==> src/hdl/assert_macros.svh <==
// assertion macros used by the top-level file to check its own logic
// clk and rst must be in scope where a macro is used
`ifndef ASSERT_MACROS_SVH
`define ASSERT_MACROS_SVH

// consequent holds in the same cycle as the antecedent
`define DSPE_ASSERT_SAME(lbl, ante, cons, msg) \
  lbl: assert property (@(posedge clk) disable iff (rst) (ante) |-> (cons)) \
    else $error(msg);

// consequent holds in the cycle after the antecedent
`define DSPE_ASSERT_NEXT(lbl, ante, cons, msg) \
  lbl: assert property (@(posedge clk) disable iff (rst) (ante) |=> (cons)) \
    else $error(msg);

`endif

==> src/hdl/dspe_pkg.sv <==
`timescale 1ns / 1ps

package dspe_pkg;

  // graph size and widths
  localparam int MAX_VERTICES = 16;
  localparam int VTX_BITS     = $clog2(MAX_VERTICES);
  localparam int CNT_BITS     = VTX_BITS + 1;
  localparam int ADDR_BITS    = 2 * VTX_BITS;
  localparam int WEIGHT_BITS  = 16;
  localparam int DIST_BITS    = 21;
  localparam int LEN_BITS     = 20;
  localparam int CFG_BITS     = 5;

  localparam logic [DIST_BITS-1:0] DIST_INF = '1;
  localparam logic [DIST_BITS-1:0] DIST_SAT = DIST_INF - DIST_BITS'(1);
  localparam logic [LEN_BITS-1:0]  LEN_MAX  = '1;
  localparam logic [CFG_BITS-1:0]  VCOUNT_RESET = CFG_BITS'(16);

  // item operation codes
  localparam logic OP_LOAD = 1'b0;
  localparam logic OP_RUN  = 1'b1;

  typedef enum logic [2:0] {
    ST_IDLE,
    ST_PICK,
    ST_MARK,
    ST_RELAX_RD,
    ST_RELAX_WR,
    ST_EMIT
  } dspe_state_t;

  // commands from controller to datapath
  typedef struct packed {
    logic load;
    logic run_start;
    logic pick;
    logic mark;
    logic relax_rd;
    logic relax_wr;
    logic emit;
  } dspe_cmd_t;

  // status from datapath to controller
  typedef struct packed {
    logic                scan_last;
    logic                single_vertex;
    logic                u_unreached;
    logic                rounds_one;
    logic                rounds_zero;
    logic                out_free;
    logic [VTX_BITS-1:0] vertex_last;
  } dspe_sts_t;

endpackage

==> src/hdl/dspe_in_if.sv <==
`timescale 1ns / 1ps

interface dspe_in_if;
  logic                               valid;
  logic                               ready;
  logic                               op;
  logic [3:0]                         row_vertex;
  logic [3:0]                         col_vertex;
  logic [dspe_pkg::WEIGHT_BITS-1:0]   edge_weight;
  logic [3:0]                         source_vertex;

  modport source (output valid, op, row_vertex, col_vertex, edge_weight, source_vertex,
                  input ready);
  modport sink   (input valid, op, row_vertex, col_vertex, edge_weight, source_vertex,
                  output ready);
endinterface

==> src/hdl/dspe_out_if.sv <==
`timescale 1ns / 1ps

interface dspe_out_if;
  logic                            valid;
  logic                            ready;
  logic [3:0]                      vertex_id;
  logic [dspe_pkg::LEN_BITS-1:0]   path_length;
  logic                            unreachable;
  logic                            last_result;

  modport source (output valid, vertex_id, path_length, unreachable, last_result,
                  input ready);
  modport sink   (input valid, vertex_id, path_length, unreachable, last_result,
                  output ready);
endinterface

==> src/hdl/dspe_ctrl.sv <==
`timescale 1ns / 1ps

module dspe_ctrl (
  input  logic                clk,
  input  logic                rst,
  input  logic                in_valid,
  input  logic                in_op,
  output logic                in_ready,
  input  dspe_pkg::dspe_sts_t sts,
  output dspe_pkg::dspe_cmd_t cmd
);

  dspe_pkg::dspe_state_t state, state_next;

  // state register
  always_ff @(posedge clk) begin
    if (rst) begin
      state <= dspe_pkg::ST_IDLE;
    end else begin
      state <= state_next;
    end
  end

  // next state
  always_comb begin
    state_next = state;
    case (state)
      dspe_pkg::ST_IDLE: begin
        if (in_valid && in_op == dspe_pkg::OP_RUN) begin
          state_next = sts.single_vertex ? dspe_pkg::ST_EMIT : dspe_pkg::ST_PICK;
        end
      end
      dspe_pkg::ST_PICK: begin
        if (sts.scan_last) state_next = dspe_pkg::ST_MARK;
      end
      dspe_pkg::ST_MARK: begin
        if (sts.u_unreached) begin
          state_next = sts.rounds_one ? dspe_pkg::ST_EMIT : dspe_pkg::ST_PICK;
        end else begin
          state_next = dspe_pkg::ST_RELAX_RD;
        end
      end
      dspe_pkg::ST_RELAX_RD: state_next = dspe_pkg::ST_RELAX_WR;
      dspe_pkg::ST_RELAX_WR: begin
        if (sts.scan_last) begin
          state_next = sts.rounds_zero ? dspe_pkg::ST_EMIT : dspe_pkg::ST_PICK;
        end else begin
          state_next = dspe_pkg::ST_RELAX_RD;
        end
      end
      dspe_pkg::ST_EMIT: begin
        if (sts.out_free && sts.scan_last) state_next = dspe_pkg::ST_IDLE;
      end
      default: state_next = dspe_pkg::ST_IDLE;
    endcase
  end

  // command outputs
  always_comb begin
    cmd      = '0;
    in_ready = 1'b0;
    case (state)
      dspe_pkg::ST_IDLE: begin
        in_ready      = 1'b1;
        cmd.load      = in_valid && in_op == dspe_pkg::OP_LOAD;
        cmd.run_start = in_valid && in_op == dspe_pkg::OP_RUN;
      end
      dspe_pkg::ST_PICK:     cmd.pick     = 1'b1;
      dspe_pkg::ST_MARK:     cmd.mark     = 1'b1;
      dspe_pkg::ST_RELAX_RD: cmd.relax_rd = 1'b1;
      dspe_pkg::ST_RELAX_WR: cmd.relax_wr = 1'b1;
      dspe_pkg::ST_EMIT:     cmd.emit     = sts.out_free;
      default: cmd = '0;
    endcase
  end

endmodule

==> src/hdl/dspe_datapath.sv <==
`timescale 1ns / 1ps

module dspe_datapath (
  input  logic                                clk,
  input  logic                                rst,
  input  dspe_pkg::dspe_cmd_t                 cmd,
  output dspe_pkg::dspe_sts_t                 sts,
  input  logic                                cfg_wr_en,
  input  logic [dspe_pkg::CFG_BITS-1:0]       cfg_wr_data,
  input  logic [3:0]                          row_vertex,
  input  logic [3:0]                          col_vertex,
  input  logic [dspe_pkg::WEIGHT_BITS-1:0]    edge_weight,
  input  logic [3:0]                          source_vertex,
  output logic                                out_valid,
  input  logic                                out_ready,
  output logic [3:0]                          vertex_id,
  output logic [dspe_pkg::LEN_BITS-1:0]       path_length,
  output logic                                unreachable,
  output logic                                last_result
);

  localparam int VB = dspe_pkg::VTX_BITS;
  localparam int CB = dspe_pkg::CNT_BITS;
  localparam int DB = dspe_pkg::DIST_BITS;
  localparam int WB = dspe_pkg::WEIGHT_BITS;

  logic [dspe_pkg::CFG_BITS-1:0]  vertex_count;
  logic [CB-1:0]                  n_used;
  logic [VB-1:0]                  idx;
  logic [VB-1:0]                  idx_next;
  logic                           scan_last;
  logic [CB-1:0]                  rounds;
  logic [DB-1:0]                  dist_tbl [dspe_pkg::MAX_VERTICES];
  logic [dspe_pkg::MAX_VERTICES-1:0] visited;
  logic [DB-1:0]                  best;
  logic [DB-1:0]                  pick_base;
  logic [VB-1:0]                  at;
  logic [VB-1:0]                  u_vtx;
  logic [DB-1:0]                  dist_u;
  logic [WB-1:0]                  weight_mem [2**dspe_pkg::ADDR_BITS];
  logic [WB-1:0]                  weight_q;
  logic [DB:0]                    relax_sum;
  logic [DB-1:0]                  relax_sat;
  logic [DB-1:0]                  dist_cur;
  logic                           out_free;

  // vertex count register
  always_ff @(posedge clk) begin
    if (rst) begin
      vertex_count <= dspe_pkg::VCOUNT_RESET;
    end else if (cfg_wr_en) begin
      vertex_count <= cfg_wr_data;
    end
  end

  // vertices in use, clamped to one..max
  always_comb begin
    if (vertex_count == '0) begin
      n_used = CB'(1);
    end else if (CB'(vertex_count) > CB'(dspe_pkg::MAX_VERTICES)) begin
      n_used = CB'(dspe_pkg::MAX_VERTICES);
    end else begin
      n_used = CB'(vertex_count);
    end
  end

  // vertex scan counter, wraps after the last vertex in use
  assign scan_last = ({1'b0, idx} == n_used - CB'(1));
  assign idx_next  = scan_last ? '0 : idx + VB'(1);

  always_ff @(posedge clk) begin
    if (rst) begin
      idx <= '0;
    end else if (cmd.run_start) begin
      idx <= '0;
    end else if (cmd.pick || cmd.relax_wr || cmd.emit) begin
      idx <= idx_next;
    end
  end

  // rounds still to do
  always_ff @(posedge clk) begin
    if (rst) begin
      rounds <= '0;
    end else if (cmd.run_start) begin
      rounds <= n_used - CB'(1);
    end else if (cmd.mark) begin
      rounds <= rounds - CB'(1);
    end
  end

  // weight matrix, one write and one registered read
  always_ff @(posedge clk) begin
    if (cmd.load) begin
      weight_mem[{row_vertex[VB-1:0], col_vertex[VB-1:0]}] <= edge_weight;
    end
    if (cmd.relax_rd) begin
      weight_q <= weight_mem[{u_vtx, idx}];
    end
  end

  assign dist_cur = dist_tbl[idx];

  // minimum search, first step starts from infinity
  assign pick_base = (idx == '0) ? dspe_pkg::DIST_INF : best;

  always_ff @(posedge clk) begin
    if (cmd.pick) begin
      if (!visited[idx] && dist_cur <= pick_base) begin
        best <= dist_cur;
        at   <= idx;
      end else if (idx == '0) begin
        best <= dspe_pkg::DIST_INF;
        at   <= '0;
      end
    end
    if (cmd.mark) begin
      u_vtx  <= at;
      dist_u <= best;
    end
  end

  // relaxation sum with saturation below infinity
  assign relax_sum = {1'b0, dist_u} + (DB + 1)'(weight_q);
  assign relax_sat = (relax_sum > {1'b0, dspe_pkg::DIST_SAT}) ? dspe_pkg::DIST_SAT
                                                             : relax_sum[DB-1:0];

  // distance table and visited flags
  always_ff @(posedge clk) begin
    if (cmd.run_start) begin
      for (int i = 0; i < dspe_pkg::MAX_VERTICES; i++) begin
        dist_tbl[i] <= dspe_pkg::DIST_INF;
      end
      if ({1'b0, source_vertex[VB-1:0]} < n_used) begin
        dist_tbl[source_vertex[VB-1:0]] <= '0;
      end
    end else if (cmd.relax_wr) begin
      if (!visited[idx] && weight_q != '0 && relax_sat < dist_cur) begin
        dist_tbl[idx] <= relax_sat;
      end
    end
  end

  always_ff @(posedge clk) begin
    if (rst) begin
      visited <= '0;
    end else if (cmd.run_start) begin
      visited <= '0;
    end else if (cmd.mark) begin
      visited[at] <= 1'b1;
    end
  end

  // result register
  assign out_free = !out_valid || out_ready;

  always_ff @(posedge clk) begin
    if (rst) begin
      out_valid <= 1'b0;
    end else if (cmd.emit) begin
      out_valid <= 1'b1;
    end else if (out_ready) begin
      out_valid <= 1'b0;
    end
  end

  always_ff @(posedge clk) begin
    if (cmd.emit) begin
      vertex_id   <= 4'(idx);
      unreachable <= (dist_cur == dspe_pkg::DIST_INF);
      last_result <= scan_last;
      if (dist_cur == dspe_pkg::DIST_INF) begin
        path_length <= '0;
      end else if (dist_cur > {1'b0, dspe_pkg::LEN_MAX}) begin
        path_length <= dspe_pkg::LEN_MAX;
      end else begin
        path_length <= dist_cur[dspe_pkg::LEN_BITS-1:0];
      end
    end
  end

  // status to controller
  always_comb begin
    sts               = '0;
    sts.scan_last     = scan_last;
    sts.single_vertex = (n_used == CB'(1));
    sts.u_unreached   = (best == dspe_pkg::DIST_INF);
    sts.rounds_one    = (rounds == CB'(1));
    sts.rounds_zero   = (rounds == '0);
    sts.out_free      = out_free;
    sts.vertex_last   = VB'(n_used - CB'(1));
  end

endmodule

==> src/hdl/dense_shortest_path_engine_top.sv <==
// load item: accepted while idle, one per cycle back to back
// run item: n-1 rounds of a minimum scan over n vertices, a mark and a relaxation
// (read then write per vertex, as the matrix read is registered; skipped for an
// unreached pick), then n result beats; input is held off until the last beat is loaded
// reset (rst, synchronous): controller idle, output empty, vertex_count 16;
// the weight matrix is not cleared and holds whatever was last written
`timescale 1ns / 1ps
`include "assert_macros.svh"

module dense_shortest_path_engine_top (
  input  logic                          clk,
  input  logic                          rst,
  dspe_in_if.sink                       in_ch,
  dspe_out_if.source                    out_ch,
  input  logic                          cfg_wr_en,
  input  logic [dspe_pkg::CFG_BITS-1:0] cfg_wr_data
);

  dspe_pkg::dspe_cmd_t cmd;
  dspe_pkg::dspe_sts_t sts;

  // sequencer
  dspe_ctrl u_ctrl (
    .clk      (clk),
    .rst      (rst),
    .in_valid (in_ch.valid),
    .in_op    (in_ch.op),
    .in_ready (in_ch.ready),
    .sts      (sts),
    .cmd      (cmd)
  );

  // matrix, distance table and result register
  dspe_datapath u_datapath (
    .clk           (clk),
    .rst           (rst),
    .cmd           (cmd),
    .sts           (sts),
    .cfg_wr_en     (cfg_wr_en),
    .cfg_wr_data   (cfg_wr_data),
    .row_vertex    (in_ch.row_vertex),
    .col_vertex    (in_ch.col_vertex),
    .edge_weight   (in_ch.edge_weight),
    .source_vertex (in_ch.source_vertex),
    .out_valid     (out_ch.valid),
    .out_ready     (out_ch.ready),
    .vertex_id     (out_ch.vertex_id),
    .path_length   (out_ch.path_length),
    .unreachable   (out_ch.unreachable),
    .last_result   (out_ch.last_result)
  );

  // checks
  `DSPE_ASSERT_SAME(a_cmd_onehot, 1'b1, $onehot0(cmd), "more than one datapath command")
  `DSPE_ASSERT_SAME(a_emit_free, cmd.emit, sts.out_free, "result written over a held beat")
  `DSPE_ASSERT_SAME(a_last_id, out_ch.valid && out_ch.last_result,
    out_ch.vertex_id == sts.vertex_last, "last marker on the wrong vertex")
  `DSPE_ASSERT_NEXT(a_run_busy, in_ch.valid && in_ch.ready && in_ch.op == dspe_pkg::OP_RUN,
    !in_ch.ready, "input taken while a run is in progress")

endmodule
==> src/flat_wrapper.sv <==
// flat-port wrapper written by rule: the top's interface ports become plain ports
module dense_shortest_path_engine_top_flat 
  (clk, rst, cfg_wr_en, cfg_wr_data, in_ch_valid, in_ch_op, in_ch_row_vertex, in_ch_col_vertex, in_ch_edge_weight, in_ch_source_vertex, in_ch_ready, out_ch_valid, out_ch_vertex_id, out_ch_path_length, out_ch_unreachable, out_ch_last_result, out_ch_ready);
  dspe_in_if in_ch_i ();
  dspe_out_if out_ch_i ();
  input  logic clk;
  input  logic rst;
  input  logic cfg_wr_en;
  input  logic [dspe_pkg::CFG_BITS-1:0] cfg_wr_data;
  input wire logic [$bits(in_ch_i.valid)-1:0] in_ch_valid;
  input wire logic [$bits(in_ch_i.op)-1:0] in_ch_op;
  input wire logic [$bits(in_ch_i.row_vertex)-1:0] in_ch_row_vertex;
  input wire logic [$bits(in_ch_i.col_vertex)-1:0] in_ch_col_vertex;
  input wire logic [$bits(in_ch_i.edge_weight)-1:0] in_ch_edge_weight;
  input wire logic [$bits(in_ch_i.source_vertex)-1:0] in_ch_source_vertex;
  output wire logic [$bits(in_ch_i.ready)-1:0] in_ch_ready;
  output wire logic [$bits(out_ch_i.valid)-1:0] out_ch_valid;
  output wire logic [$bits(out_ch_i.vertex_id)-1:0] out_ch_vertex_id;
  output wire logic [$bits(out_ch_i.path_length)-1:0] out_ch_path_length;
  output wire logic [$bits(out_ch_i.unreachable)-1:0] out_ch_unreachable;
  output wire logic [$bits(out_ch_i.last_result)-1:0] out_ch_last_result;
  input wire logic [$bits(out_ch_i.ready)-1:0] out_ch_ready;
  assign in_ch_i.valid = in_ch_valid;
  assign in_ch_i.op = in_ch_op;
  assign in_ch_i.row_vertex = in_ch_row_vertex;
  assign in_ch_i.col_vertex = in_ch_col_vertex;
  assign in_ch_i.edge_weight = in_ch_edge_weight;
  assign in_ch_i.source_vertex = in_ch_source_vertex;
  assign in_ch_ready = in_ch_i.ready;
  assign out_ch_valid = out_ch_i.valid;
  assign out_ch_vertex_id = out_ch_i.vertex_id;
  assign out_ch_path_length = out_ch_i.path_length;
  assign out_ch_unreachable = out_ch_i.unreachable;
  assign out_ch_last_result = out_ch_i.last_result;
  assign out_ch_i.ready = out_ch_ready;
  dense_shortest_path_engine_top u_core (.clk(clk), .rst(rst), .in_ch(in_ch_i), .out_ch(out_ch_i), .cfg_wr_en(cfg_wr_en), .cfg_wr_data(cfg_wr_data));
endmodule
==> config.mk <==
export PLATFORM = sky130hd
export DESIGN_NAME = dense_shortest_path_engine_top_flat
export DESIGN_NICKNAME = d
export VERILOG_FILES = /design/src/hdl/dspe_pkg.sv /design/src/hdl/dspe_in_if.sv /design/src/hdl/dspe_out_if.sv /design/src/hdl/dspe_ctrl.sv /design/src/hdl/dspe_datapath.sv /design/src/hdl/dense_shortest_path_engine_top.sv /design/src/flat_wrapper.sv
export VERILOG_INCLUDE_DIRS = /design/src /design/src/hdl
export SDC_FILE = /design/constraint.sdc
export NUM_CORES = 2
export LEC_CHECK = 0
export ABC_AREA = 0
export BUFFER_PORTS_ARGS = -buffer_cell sky130_fd_sc_hd__buf_2
export CAP_MARGIN = 10
export CORE_AREA = 2 2 718 720
export CTS_BUF_LIST = sky130_fd_sc_hd__clkbuf_4 sky130_fd_sc_hd__clkbuf_8
export CTS_CLUSTER_SIZE = 20
export DETAILED_ROUTE_END_ITERATION = 10
export DIE_AREA = 0 0 720 722
export SLEW_MARGIN = 5
export SYNTH_ARGS = -nofsm -noshare
export SYNTH_HDL_FRONTEND = slang
export SYNTH_MEMORY_MAX_BITS = 65536
export SYNTH_SLANG_ARGS = --single-unit
export TNS_END_PERCENT = 50
==> constraint.sdc <==
create_clock -name clk -period 7 [get_ports clk]
set_clock_uncertainty 0.2 [all_clocks]
set_input_delay 1.05 -clock clk [delete_from_list [all_inputs] [get_ports clk]]
set_output_delay 1.05 -clock clk [all_outputs]
set_load 0.02 [all_outputs]
==> impl_metrics.csv <==
group,metric,value,unit
run_status,status,"complete, no violations",
finish,mostFrequentLayoutCells,"4524 x edfxtp_1, 1469 x mux4_2, 726 x clkbuf_8",
global_routing,grt_pass1_vias,87300,
sta,grt_setup_unrepaired,"no",
finish,drive_gt1_share,33.8,%
setup_path,cp-end-kind,"flip-flop",
setup_path,worst-endpoint-arrival,7210,ps
setup_path,cpPeakStageDelay,590,ps
finish,nets,8704,
detailed_routing,vias,85300,
detailed_routing,wl_per_cell,27.8,µm
setup_path,crit_path_cell_trace,"ha_1 > inv_1 > fa_1 > nand2b_1 > a211oi_2 > o21a_2 > o21ai_0 > a211o_1 > nor3_1 > a21oi_1 > ha_1 > nand3_1 > nor3_1 > nand2_1 > or3_1 > o211ai_1 > a2111o_1 > buf_4 > or2_4 > buf_4 > o21ai_0",
synth,synth_ff_type,"edfxtp_1",
floorplanning,dieWidth,720,µm
power_and_ir_drop,pwr_density_cell,268,nW/µm²
floorplanning,die_h,722,µm
synth,ys_types,73,
finish,final_util,39.8,%
place,port_buffers,66,
sta,finalHoldViolations,0,
synth,synth_area_leaders,"edfxtp_1 76%, mux4_2 18%, nor2_1 0.75%",
finish,syn2layout_area_growth,13.8,%
cts,clkTransAtPathRegs,60,ps
cts,clk_latency,1280,ps
floorplanning,rows,263,
place,dpl.hpwl,264,mm
cts,cts_tree,"done",
global_routing,grt_usage,16.6,%
cts,cts_resized,0,
floorplanning,start_util,35.0,%
detailed_routing,drt_iter0_markers,9949,
sta,setup_viol,0,
synth,synth.avg_cell_area,22.8,µm²
sta,max_freq,154,MHz
detailed_routing,firstDrtPassIters,6,
finish,multi_input_area,40100,µm²
setup_path,crit_type,"flip-flop to flip-flop",
cts,post_cts_buffers,0,
worst_hold_path,hp-class,"primary input to flip-flop",
cts,clockBufferDepth,4,
finish,fillers,44500,
power_and_ir_drop,ir_drop,0.207,mV
synth,async_reset_ff_share,0,%
synth,synth_seq_cells,4562,
synth,synth_edf_count,4524,
detailed_routing,drc,0,
cts,cts_buffers,712,
power_and_ir_drop,p_leak,0.0607,µW
sta,relSlewSlack,11.5,%
setup_path,startpoint,"u_core.u_datapath.weight_q[0]$_DFFE_PN_",
synth,syn_area,179000,µm²
sta,final-max-slew-violation-count,0,
finish,layout_commonest_cell,"edfxtp_1",
global_routing,grt_pass1_wl,633,mm
setup_path,endpoint,"u_core.u_datapath.dist_tbl[0][3]$_SDFFCE_PN1P_",
detailed_routing,wirelength,443,mm
floorplanning,core-area,512000,µm²
power_and_ir_drop,power,54600,µW
setup_path,r2r-end,"u_core.u_datapath.dist_tbl[0][3]$_SDFFCE_PN1P_",
synth,ys_warn_count,0,
setup_path,r2r_slack,500,ps
global_routing,gr-total-overflow,0,
setup_path,worstPathRequired,7710,ps
global_routing,antenna_found_initial,31,
sta,timing.final.crit_share,92.8,%
place,gp_congestion,0.859,
setup_path,crit_path_start_kind,"flip-flop",
setup_path,crit_fanout,40,
cts,cts.sinks,4562,
cts,clockRootBuffer,"clkbuf_8",
cts,h-tree-depth,6,
sta,setup_tns,0,ps
sta,period_needed,6500,ps
synth,ys_seq_area_share,76.4,%
floorplanning,io_pins,67,
flow_run,drv_cap,0,
synth,synth_top_area_share,76.0,%
setup_path,critPathSlowestCell,"a2111o_1",
floorplanning,dieArea,520000,µm²
detailed_routing,ant_nets,0,
setup_path,r2r_start,"u_core.u_datapath.weight_q[0]$_DFFE_PN_",
synth,mappedNetlistNets,7949,
sta,tightest_slew,1330,ps
synth,yosys.area.top_type,"edfxtp_1",
detailed_routing,viasPerCell,5.36,
sta,hold_ws,87.0,ps
setup_path,ff2ff_path_depth,21,
global_routing,grt_max_degree,204,
synth,synth_cells,7843,
finish,seqCellArea,137000,µm²
-- state kept, by name, summed over array words and instances (netlist names), named ones only --
name / count
u_core.u_datapath.unreachable: 1
u_core.u_datapath.at: 4
u_core.u_datapath.vertex_id: 4
u_core.u_datapath.path_length: 20
u_core.u_datapath.last_result: 1
u_core.u_datapath.rounds: 5
u_core.u_datapath.visited: 16
u_core.u_datapath.weight_mem: 4096
u_core.u_datapath.out_valid: 1
u_core.u_datapath.best: 21
u_core.u_datapath.dist_tbl: 336
u_core.u_datapath.idx: 4
u_core.u_ctrl.state: 3
u_core.u_datapath.dist_u: 21
u_core.u_datapath.weight_q: 16
u_core.u_datapath.u_vtx: 4
u_core.u_datapath.vertex_count: 5
-- Yosys cell counts (12+ instances only) --
cell type / number
a21o_1: 28
a21oi_1: 99
buf_1: 33
buf_2: 145
buf_4: 12
clkbuf_1: 283
dfxtp_1: 38
edfxtp_1: 4524
ha_1: 66
inv_1: 65
mux2i_1: 27
mux4_2: 1469
nand2_1: 206
nand2b_1: 25
nand3_1: 26
nand4_1: 27
nor2_1: 355
nor2b_1: 20
nor3_1: 36
nor4_1: 14
o21ai_0: 197
or3_1: 17
-- critical path, delay by kind of cell, from the launching register on --
kind / cells / cell delay [ps]
compound gates: 8 / 2050
fa+ha+maj: 3 / 950
buf+inv: 3 / 830
flops: 1 / 380
simple gates: 7 / 1770
-- layer usage --
| layer | vias to the layer above | routed length (µm) | global-route usage (%) |
|---|---|---|---|
| met5 | - | 96 | 0 |
| met4 | 14 | 11800 | 4.56 |
| met3 | 675 | 35900 | 3.50 |
| met2 | 3565 | 209000 | 26.3 |
| met1 | 46100 | 185000 | 23.3 |
| li1 | 35000 | - | - |
-- layout make-up --
class                   count  area share (%)
flip-flops and latches   4562            67.1
clock inverters           318            1.04
clock buffers             944            5.70
inverters                  67           0.124
well taps                6757            4.15
multi-input cells        2741            19.7
diodes                     19          0.0234
repair buffers            514            2.14
-- per-stage QoR --
stage / setup slack, ps / instances / instance area [µm²]
2_1_floorplan: 1230 / 7843 / 179000
3_3_place_gp: 377 / 14600 / 189000
3_5_place_dp: 367 / 14600 / 189000
4_1_cts: 353 / 15900 / 203000
5_1_grt: 109 / 15900 / 203000
6_report: 505 / 15900 / 204000
-- what timing repair did --
item | in CTS | in global routing
setup endpoints to repair | 0 | 80
hold endpoints to repair | 69 | 0
hold buffers | 22 | 0
-- cells by family (layout without fill, tap and decap cells) --
group | Yosys count | count (layout) | synth area share, %
AO/OA/AOI/OAI | 400 | 400 | 1.30
adder cells (fa/ha/maj) | 67 | 67 | 0.473
XOR/XNOR | 12 | 12 | 0.0588
flip-flops | 4562 | 4562 | 76.4
AND/OR/NAND/NOR | 764 | 765 | 1.87
multiplexers | 1497 | 1497 | 18.7
other | 0 | 19 | 0
buffers and inverters | 541 | 1843 | 1.27
-- power by group --
group          switching (µW)  internal [µW]
clock network           10400          11400
registers                77.7          30100
logic                    1530           1020
-- how the worst min path moves through the flow --
stage,startpoint,end,slack [ps],cells past startpoint
2_1_floorplan,u_core.u_datapath.idx[2]$_SDFFE_PP0N_,u_core.u_datapath.vertex_id[2]$_DFFE_PP_,210,0
3_3_place_gp,u_core.u_datapath.visited[6]$_SDFFE_PP0P_,u_core.u_datapath.visited[6]$_SDFFE_PP0P_,240,2
3_5_place_dp,u_core.u_datapath.visited[7]$_SDFFE_PP0P_,u_core.u_datapath.visited[7]$_SDFFE_PP0P_,260,2
4_1_cts,in_ch_edge_weight[0],u_core.u_datapath.weight_mem[229][0]$_DFFE_PP_,10,1
5_1_grt,in_ch_edge_weight[0],u_core.u_datapath.weight_mem[241][0]$_DFFE_PP_,70,1
6_report,in_ch_edge_weight[0],u_core.u_datapath.weight_mem[241][0]$_DFFE_PP_,90,1
Power figures use the tool's default switching activity.
